===== src/rtl/core/upd_pkg.sv =====
// Shared types and constants of the percent decoder.
// No dependencies.
package upd_pkg;

  localparam int unsigned QUEUE_DEPTH = 2;

  typedef enum logic [1:0] {
    STATUS_OK       = 2'd0,
    STATUS_UNTERM   = 2'd1,
    STATUS_BAD_HEX  = 2'd2,
    STATUS_BAD_UTF8 = 2'd3
  } status_e;

  // Word passed from the escape front end to the UTF-8 back end.
  typedef struct packed {
    logic [7:0] data;     // decoded byte, valid when have is set
    logic       have;
    logic       last;
    status_e    esc_status; // escape error of the string, on the last word
  } mid_item_t;

endpackage


===== src/rtl/core/upd_front.sv =====
// Front end: percent-escape parsing and hex decoding.
// Depends on upd_pkg.
module upd_front (
  input  logic              clk_i,
  input  logic              rst_ni,
  input  logic              fire_i,
  input  logic [7:0]        in_byte_i,
  input  logic              in_last_i,
  output logic              wr_o,
  output upd_pkg::mid_item_t item_o
);

  typedef enum logic [2:0] {
    ESC_IDLE = 3'b001,
    ESC_HEX1 = 3'b010,
    ESC_HEX2 = 3'b100
  } esc_state_e;

  localparam logic [7:0] PercentChar = 8'h25;

  esc_state_e        state_q, state_d;
  logic [3:0]        hi_q, hi_d;
  upd_pkg::status_e  err_q, err_d;

  logic              hex_ok;
  logic [3:0]        hex_val;
  logic              have;
  logic [7:0]        dec;
  upd_pkg::status_e  esc;

  always_comb begin
    hex_ok  = 1'b1;
    hex_val = 4'd0;
    priority if (in_byte_i >= 8'h30 && in_byte_i <= 8'h39) begin
      hex_val = 4'(in_byte_i - 8'h30);
    end else if (in_byte_i >= 8'h41 && in_byte_i <= 8'h46) begin
      hex_val = 4'(in_byte_i - 8'h37);
    end else if (in_byte_i >= 8'h61 && in_byte_i <= 8'h66) begin
      hex_val = 4'(in_byte_i - 8'h57);
    end else begin
      hex_ok = 1'b0;
    end
  end

  always_comb begin
    state_d = state_q;
    hi_d    = hi_q;
    err_d   = err_q;
    have    = 1'b0;
    dec     = in_byte_i;
    esc     = upd_pkg::STATUS_OK;
    if (err_q == upd_pkg::STATUS_OK) begin
      unique case (state_q)
        ESC_IDLE: begin
          if (in_byte_i == PercentChar) begin
            if (in_last_i) esc = upd_pkg::STATUS_UNTERM;
            else           state_d = ESC_HEX1;
          end else begin
            have = 1'b1;
          end
        end
        ESC_HEX1: begin
          if (in_last_i) begin
            esc = upd_pkg::STATUS_UNTERM;
          end else if (!hex_ok) begin
            esc = upd_pkg::STATUS_BAD_HEX;
          end else begin
            hi_d    = hex_val;
            state_d = ESC_HEX2;
          end
        end
        ESC_HEX2: begin
          if (!hex_ok) begin
            esc = upd_pkg::STATUS_BAD_HEX;
          end else begin
            have    = 1'b1;
            dec     = {hi_q, hex_val};
            state_d = ESC_IDLE;
          end
        end
        default: state_d = ESC_IDLE;
      endcase
      err_d = esc;
    end
    // string ends: everything back to idle
    if (in_last_i) begin
      state_d = ESC_IDLE;
      hi_d    = 4'd0;
      err_d   = upd_pkg::STATUS_OK;
    end
  end

  assign wr_o              = fire_i && (have || in_last_i);
  assign item_o.data       = dec;
  assign item_o.have       = have;
  assign item_o.last       = in_last_i;
  assign item_o.esc_status = (err_q != upd_pkg::STATUS_OK) ? err_q : esc;

  always_ff @(posedge clk_i or negedge rst_ni) begin
    if (!rst_ni) begin
      state_q <= ESC_IDLE;
      hi_q    <= 4'd0;
      err_q   <= upd_pkg::STATUS_OK;
    end else if (fire_i) begin
      state_q <= state_d;
      hi_q    <= hi_d;
      err_q   <= err_d;
    end
  end

endmodule


===== src/rtl/core/upd_queue.sv =====
// Short queue between front and back end, flip-flop storage.
// Depends on upd_pkg.
module upd_queue #(
  parameter int unsigned Depth = upd_pkg::QUEUE_DEPTH
) (
  input  logic               clk_i,
  input  logic               rst_ni,
  input  logic               wr_i,
  input  upd_pkg::mid_item_t wdata_i,
  input  logic               rd_i,
  output upd_pkg::mid_item_t rdata_o,
  output logic               full_o,
  output logic               empty_o
);

  localparam int unsigned PtrW = (Depth > 1) ? $clog2(Depth) : 1;
  localparam int unsigned CntW = $clog2(Depth + 1);

  upd_pkg::mid_item_t mem_q [Depth];
  logic [PtrW-1:0]    wr_ptr_q, wr_ptr_d, rd_ptr_q, rd_ptr_d;
  logic [CntW-1:0]    cnt_q, cnt_d;
  logic               do_wr, do_rd;

  assign full_o  = (cnt_q == CntW'(Depth));
  assign empty_o = (cnt_q == '0);
  assign do_wr   = wr_i && !full_o;
  assign do_rd   = rd_i && !empty_o;
  assign rdata_o = mem_q[rd_ptr_q];

  always_comb begin
    wr_ptr_d = wr_ptr_q;
    rd_ptr_d = rd_ptr_q;
    cnt_d    = cnt_q;
    if (do_wr) begin
      wr_ptr_d = (wr_ptr_q == PtrW'(Depth - 1)) ? '0 : wr_ptr_q + 1'b1;
    end
    if (do_rd) begin
      rd_ptr_d = (rd_ptr_q == PtrW'(Depth - 1)) ? '0 : rd_ptr_q + 1'b1;
    end
    if (do_wr && !do_rd)      cnt_d = cnt_q + 1'b1;
    else if (do_rd && !do_wr) cnt_d = cnt_q - 1'b1;
  end

  always_ff @(posedge clk_i or negedge rst_ni) begin
    if (!rst_ni) begin
      wr_ptr_q <= '0;
      rd_ptr_q <= '0;
      cnt_q    <= '0;
    end else begin
      wr_ptr_q <= wr_ptr_d;
      rd_ptr_q <= rd_ptr_d;
      cnt_q    <= cnt_d;
    end
  end

  always_ff @(posedge clk_i) begin
    if (do_wr) mem_q[wr_ptr_q] <= wdata_i;
  end

endmodule


===== src/rtl/core/upd_back.sv =====
// Back end: UTF-8 structure check, status merge and result register.
// Depends on upd_pkg.
module upd_back (
  input  logic               clk_i,
  input  logic               rst_ni,
  input  logic               avail_i,
  input  upd_pkg::mid_item_t item_i,
  output logic               take_o,
  output logic               empty,
  input  logic               pop,
  output logic [7:0]         out_byte_o,
  output logic               out_byte_valid_o,
  output logic               out_last_o,
  output logic [1:0]         status_o
);

  // range allowed for the next continuation byte
  typedef enum logic [2:0] {
    LIM_ANY   = 3'd0,
    LIM_A0_BF = 3'd1,
    LIM_80_9F = 3'd2,
    LIM_90_BF = 3'd3,
    LIM_80_8F = 3'd4
  } limit_e;

  logic [1:0]       pend_q, pend_d;
  limit_e           lim_q, lim_d;
  logic             uerr_q, uerr_d;
  logic             out_valid_q;
  logic [7:0]       out_byte_q;
  logic             out_bv_q, out_last_q;
  upd_pkg::status_e out_status_q;

  logic             emit;
  logic [7:0]       lo, hi, b;
  upd_pkg::status_e fin_status;

  assign take_o = avail_i && (!out_valid_q || pop);
  assign b      = item_i.data;

  always_comb begin
    pend_d     = pend_q;
    lim_d      = lim_q;
    uerr_d     = uerr_q;
    emit       = 1'b0;
    fin_status = upd_pkg::STATUS_OK;
    lo         = 8'h80;
    hi         = 8'hBF;
    unique case (lim_q)
      LIM_A0_BF: lo = 8'hA0;
      LIM_80_9F: hi = 8'h9F;
      LIM_90_BF: lo = 8'h90;
      LIM_80_8F: hi = 8'h8F;
      default: ;
    endcase
    if (take_o && item_i.have && !uerr_q) begin
      if (pend_q == 2'd0) begin
        emit = 1'b1;
        priority if (b < 8'h80) begin
        end else if (b >= 8'hC2 && b <= 8'hDF) begin
          pend_d = 2'd1; lim_d = LIM_ANY;
        end else if (b == 8'hE0) begin
          pend_d = 2'd2; lim_d = LIM_A0_BF;
        end else if (b == 8'hED) begin
          pend_d = 2'd2; lim_d = LIM_80_9F;
        end else if (b >= 8'hE1 && b <= 8'hEF) begin
          pend_d = 2'd2; lim_d = LIM_ANY;
        end else if (b == 8'hF0) begin
          pend_d = 2'd3; lim_d = LIM_90_BF;
        end else if (b >= 8'hF1 && b <= 8'hF3) begin
          pend_d = 2'd3; lim_d = LIM_ANY;
        end else if (b == 8'hF4) begin
          pend_d = 2'd3; lim_d = LIM_80_8F;
        end else begin
          emit   = 1'b0;
          uerr_d = 1'b1;
        end
      end else if (b < lo || b > hi) begin
        uerr_d = 1'b1;
      end else begin
        emit   = 1'b1;
        lim_d  = LIM_ANY;
        pend_d = pend_q - 2'd1;
      end
    end
    // escape errors win; an open sequence at the end is a UTF-8 error
    if (item_i.esc_status != upd_pkg::STATUS_OK) begin
      fin_status = item_i.esc_status;
    end else if (uerr_d || pend_d != 2'd0) begin
      fin_status = upd_pkg::STATUS_BAD_UTF8;
    end
    if (take_o && item_i.last) begin
      pend_d = 2'd0;
      lim_d  = LIM_ANY;
      uerr_d = 1'b0;
    end
  end

  always_ff @(posedge clk_i or negedge rst_ni) begin
    if (!rst_ni) begin
      pend_q      <= 2'd0;
      lim_q       <= LIM_ANY;
      uerr_q      <= 1'b0;
      out_valid_q <= 1'b0;
    end else begin
      pend_q <= pend_d;
      lim_q  <= lim_d;
      uerr_q <= uerr_d;
      if (take_o && (emit || item_i.last)) begin
        out_valid_q <= 1'b1;
      end else if (pop && out_valid_q) begin
        out_valid_q <= 1'b0;
      end
    end
  end

  always_ff @(posedge clk_i) begin
    if (take_o && (emit || item_i.last)) begin
      out_byte_q   <= emit ? b : 8'd0;
      out_bv_q     <= emit;
      out_last_q   <= item_i.last;
      out_status_q <= item_i.last ? fin_status : upd_pkg::STATUS_OK;
    end
  end

  assign empty            = !out_valid_q;
  assign out_byte_o       = out_byte_q;
  assign out_byte_valid_o = out_bv_q;
  assign out_last_o       = out_last_q;
  assign status_o         = out_status_q;

endmodule


===== src/rtl/core/uri_percent_decoder_unit.sv =====
// Percent decoder with UTF-8 checking: escape front end, word queue, back end.
// Depends on upd_pkg, upd_front, upd_queue, upd_back.
//
// Input side is a queue write port: a word (in_byte_i, in_last_i) is taken at
// a clock edge with push high and full low. Result side is a queue read port:
// while empty is low the oldest result sits on out_*_o / status_o and is taken
// at an edge with pop high. One byte per cycle is accepted sustained while
// pop keeps up; the stages are the escape parse and the UTF-8 check. A
// decoded byte passes the word queue and then the result register on its
// way to the result port.
// Bytes inside an escape and bytes after the first error give no result; the
// word marked last always gives one result with out_last_o set and the status
// of the whole string (0 ok, 1 unterminated escape, 2 bad hex, 3 bad UTF-8).
// When pop stays low the result register holds, the queue between front and
// back fills (QueueDepth words), then full rises and input stalls.
// Reset clears all parse state and empties queue and result register; the
// block is ready for a new string once reset is released.
module uri_percent_decoder_unit #(
  parameter int unsigned QueueDepth = upd_pkg::QUEUE_DEPTH
) (
  input  logic       clk_i,
  input  logic       rst_ni,
  input  logic       push,
  output logic       full,
  input  logic [7:0] in_byte_i,
  input  logic       in_last_i,
  output logic       empty,
  input  logic       pop,
  output logic [7:0] out_byte_o,
  output logic       out_byte_valid_o,
  output logic       out_last_o,
  output logic [1:0] status_o
);

  upd_pkg::mid_item_t wr_item, rd_item;
  logic               wr, q_empty, take, fire;

  assign fire = push && !full;

  upd_front u_front (
    .clk_i     (clk_i),
    .rst_ni    (rst_ni),
    .fire_i    (fire),
    .in_byte_i (in_byte_i),
    .in_last_i (in_last_i),
    .wr_o      (wr),
    .item_o    (wr_item)
  );

  upd_queue #(
    .Depth (QueueDepth)
  ) u_queue (
    .clk_i   (clk_i),
    .rst_ni  (rst_ni),
    .wr_i    (wr),
    .wdata_i (wr_item),
    .rd_i    (take),
    .rdata_o (rd_item),
    .full_o  (full),
    .empty_o (q_empty)
  );

  upd_back u_back (
    .clk_i            (clk_i),
    .rst_ni           (rst_ni),
    .avail_i          (!q_empty),
    .item_i           (rd_item),
    .take_o           (take),
    .empty            (empty),
    .pop              (pop),
    .out_byte_o       (out_byte_o),
    .out_byte_valid_o (out_byte_valid_o),
    .out_last_o       (out_last_o),
    .status_o         (status_o)
  );

endmodule


===== config.mk =====
export PLATFORM = sky130hd
export DESIGN_NAME = uri_percent_decoder_unit
export DESIGN_NICKNAME = d
export VERILOG_FILES = /design/src/rtl/core/upd_pkg.sv /design/src/rtl/core/upd_front.sv /design/src/rtl/core/upd_queue.sv /design/src/rtl/core/upd_back.sv /design/src/rtl/core/uri_percent_decoder_unit.sv
export SDC_FILE = /design/constraint.sdc
export NUM_CORES = 1
export LEC_CHECK = 0
export CAP_MARGIN = 25
export CORE_MARGIN = 8
export CORE_UTILIZATION = 57
export CTS_CLUSTER_SIZE = 10
export DETAILED_ROUTE_END_ITERATION = 7
export DONT_BUFFER_PORTS = 1
export PLACE_DENSITY_LB_ADDON = 0.15
export SYNTH_ARGS = -nofsm -noshare
export SYNTH_HDL_FRONTEND = slang
export SYNTH_SLANG_ARGS = --single-unit

===== constraint.sdc =====
create_clock -name clk_i -period 2.43 [get_ports clk_i]
set_input_delay 0.6075 -clock clk_i [delete_from_list [all_inputs] [get_ports clk_i]]
set_output_delay 0.6075 -clock clk_i [all_outputs]
set_load 0.05 [all_outputs]

==> flow_summary_export.csv <==
group,metric,value,unit
power,seqPwrFrac,0.443,
synthesis,yosys_warnings,0,
floorplanning,io_pins,27,
timing,max_freq,401.2,MHz
synthesis,synth_nets,295,
outcome,violations,"setup timing",
global_routing,antenna_found_initial,1,
synthesis,syn_inst,274,
power,pwr-share-clk,0.107,
drt,wl,6560,um
synthesis,avgSynthCellArea,11.22,sq um
critical_path,slowest_stage,"dfrtp_1",
synthesis,synthMuxAreaShare,0.06919,
clock_network,clk_latency,0.30,ns
floorplanning,initial_core_util,0.5943,
layout,multi_input_area,0.001564,sq mm
clock_network,clk_pin_slew_worst_paths,0.09,ns
layout,fillers,356,
synthesis,synth_most_common_cell,"edfxtp_1",
layout,syn2layout_area_growth,19.82,%
timing,period_minus_slack,2.493,ns
timing,min_period_over_period,1.026,
critical_path,crit_start,"u_queue.rd_ptr_q",
critical_path,max_stage_delay,0.42,ns
timing,relSlewSlack,0.5836,
critical_path,crit_type,"flop to flop",
global_routing,gr-total-overflow,0,
power,p_sw,1.966,mW
synthesis,yosys.cell_types.count,65,
critical_path,reg2reg_to,"u_back.status_o[0]",
global_routing,grt_start_max_net_pins,20,
critical_path,critPathCaptureType,"flop",
place,dp_slack,-0.1769,ns
synthesis,synth_ff_type,"edfxtp_1",
layout,instances_no_fill,378,
floorplanning,rows,26,
place,dp_hpwl,4951,um
critical_path,cp.arrival,2.55,ns
drt,firstDrtPassIters,4,
clock_network,cts.sinks,56,
synthesis,synth_area,0.003074,sq mm
layout,diodes,0,
layout,final_nets,328,
critical_path,start_kind,"flop",
global_routing,grt_pass1_vias,2213,
power,p_comb_frac,0.450,
layout,design_area,0.003684,sq mm
clock_network,ctsRootBufferMaster,"clkbuf_8",
critical_path,crit_buf_inv,2,
critical_path,reg2reg_depth,10,
place,port_buffers,0,
drt,drt-vias-per-instance,5.979,
place,place.gp.congestion,0.8476,
timing,fin_skew,0.006693,ns
critical_path,rrSetupSlack,-0.06,ns
timing,setup_viol,2,
synthesis,yosys-top-cells-area,"edfxtp_1 35%, dfrtp_1 15%, mux2i_1 3.9%, ha_1 3.3%, nor2_1 3.2%",
critical_path,worstPathCellList,"buf_6 > mux2i_2 > inv_1 > ha_1 > nand2_2 > a211oi_4 > o2111ai_2 > mux2i_1 > a221oi_2 > o31ai_1",
place,placed_cell_area,0.003432,sq mm
clock_network,numCtsBuffers,5,
synthesis,ys_seq_area_frac,0.5149,
power,p_per_area,1215,mW/mm^2
clock_network,cts_buffer_depth,2,
drt,vias,2260,
synthesis,synth_top_area_cell,"edfxtp_1",
drt,first_iter_violations,125,
timing,hold_viol,0,
global_routing,grt_pass1_wl,10470,um
global_routing,grt_use_total,0.1736,
power,leakage,1.426,nW
drt,ant_nets,0,
synthesis,synth_top_family_by_area,"compound AO/OA/AOI/OAI gates",
outcome,status,"finished with violations",
timing,slew_violations,0,
synthesis,synth_compound_area_frac,0.1652,
critical_path,r2r-start,"u_queue.rd_ptr_q",
timing,hold_slack,0.1348,ns
layout,utilization,0.7121,
synthesis,synth-edff-count,36,
worst_hold_path,hp-class,"primary input to async pin",
power,p_sw_frac,0.4395,
drt,wl_per_cell,17.35,um
job,cap_violations,0,
floorplanning,dieWidth,89.44,um
floorplanning,core_area,0.005172,sq mm
synthesis,async_flop_share,0.3571,
power,ir_worst_vdd,0.0006200,V
place,place_inst,363,
synthesis,synthXorXnorAreaFrac,0.02849,
layout,post_route_cells_drive_above_1_share,0.2597,
critical_path,cp_top_family,"compound AO/OA/AOI/OAI gates",
timing,setup_ws,-0.06263,ns
synthesis,yosys.area_share.simple,0.1502,
timing,rsz0062_at_grt,"yes",
drt,drc_errors,0,
clock_network,tritoncts,"built",
timing,tightestPinTransition,0.6205,ns
critical_path,crit_required,2.49,ns
layout,seqCellArea,0.001583,sq mm
critical_path,critPathMaxFanout,3,
floorplanning,dieHeight,89.44,um
synthesis,synthDominantCellAreaShare,0.3516,
power,p_int,2.508,mW
floorplanning,floorplan.die_area,0.008000,sq mm
clock_network,h-tree-depth,2,
synthesis,synth_top_cells_by_count,"36 x edfxtp_1, 26 x nor2_1, 19 x dfrtp_1, 19 x inv_1, 18 x nand2_1",
synthesis,synth-seq-cells,56,
synthesis,synthAdderAreaFrac,0.03256,
## state kept, by name, indices dropped and copies added (netlist names)
register / flops
u_back.out_byte_o: 8
u_queue.mem_q: 24
u_back.out_byte_valid_o: 1
u_queue.rd_ptr_q: 1
u_queue.cnt_q: 2
u_back.pend_q: 2
u_back.status_o: 2
u_back.uerr_q: 1
u_front.hi_q: 4
u_back.lim_q: 3
u_front.state_q: 3
u_back.out_last_o: 1
u_front.err_q: 2
u_back.out_valid_q: 1
u_queue.wr_ptr_q: 1
## per-layer routing
layer	part of all wire	vias up	track usage
li1	-	1095	-
met4	0.019	0	0.07251
met1	0.43	1086	0.1970
met3	0.046	10	0.04320
met2	0.50	69	0.3030
met5	0	-	0
## metrics by stage
stage               TNS (ns)  power, mW
CTS                        0      4.360
global route         -0.4222      4.759
global placement      -1.223      3.739
finish               -0.1120      4.474
detailed placement    -2.572      3.792
floorplan            -0.5165      3.277
## worst max-delay path by stage
| stage | endpoint | cells after the start | slack [ns] |
|---|---|---|---|
| floorplan | u_queue.mem_q[0][0] | 6 | -0.02 |
| global placement | u_back.status_o[0] | 8 | -0.1 |
| detailed placement | u_back.status_o[1] | 8 | -0.18 |
| CTS | u_back.status_o[1] | 8 | 0.005 |
| global route | u_back.status_o[0] | 10 | -0.16 |
| finish | u_back.status_o[0] | 10 | -0.06 |
## placed cells by master (no fill, tap or decap), types with 4 or more instances in the layout
cell type	count
inv_2	4
nand3_1	7
a21oi_1	12
ha_4	4
xnor2_1	7
a21o_1	5
clkbuf_8	5
o31ai_1	4
nor2b_1	4
o211ai_1	4
o21ai_0	5
nor3_1	4
dfrtp_1	19
nand2_1	16
buf_6	4
nor2_1	24
mux2_2	6
edfxtp_1	36
inv_1	16
ha_1	4
mux2i_1	12
buf_4	24
## kinds of logic after synthesis
| logic type | after synthesis |
|---|---|
| flip-flops | 56 |
| XOR/XNOR | 10 |
| buffers and inverters | 26 |
| adder cells (fa/ha/maj) | 8 |
| multiplexers | 20 |
| AND/OR/NAND/NOR | 87 |
| AO/OA/AOI/OAI | 67 |
## power groups by stage
stage / sequential (mW) / clock (mW) / combinational, mW
detailed placement: 2.00 / 0 / 1.79
global placement: 1.98 / 0 / 1.76
finish: 1.98 / 0.478 / 2.02
global route: 2.01 / 0.532 / 2.21
floorplan: 1.94 / 0 / 1.34
CTS: 1.98 / 0.496 / 1.89
## cell type report
class / instances / share of cell area
Clock buffer: 6 / 0.01970
Clock inverter: 2 / 0.003057
Inverter: 20 / 0.02038
Multi-Input combinational cell: 192 / 0.4246
Sequential cell: 56 / 0.4297
Tap cell: 70 / 0.02378
Timing Repair Buffer: 32 / 0.07880
## timing repair
item                                   4_1_cts  5_1_grt
setup endpoints to repair                   25       21
hold buffers                                 1        0
resized for setup                            5       16
pin swaps                                    0       11
endpoints found under the hold margin       19        0
buffers inserted                             2        3
(Power assumes the default switching activity.)
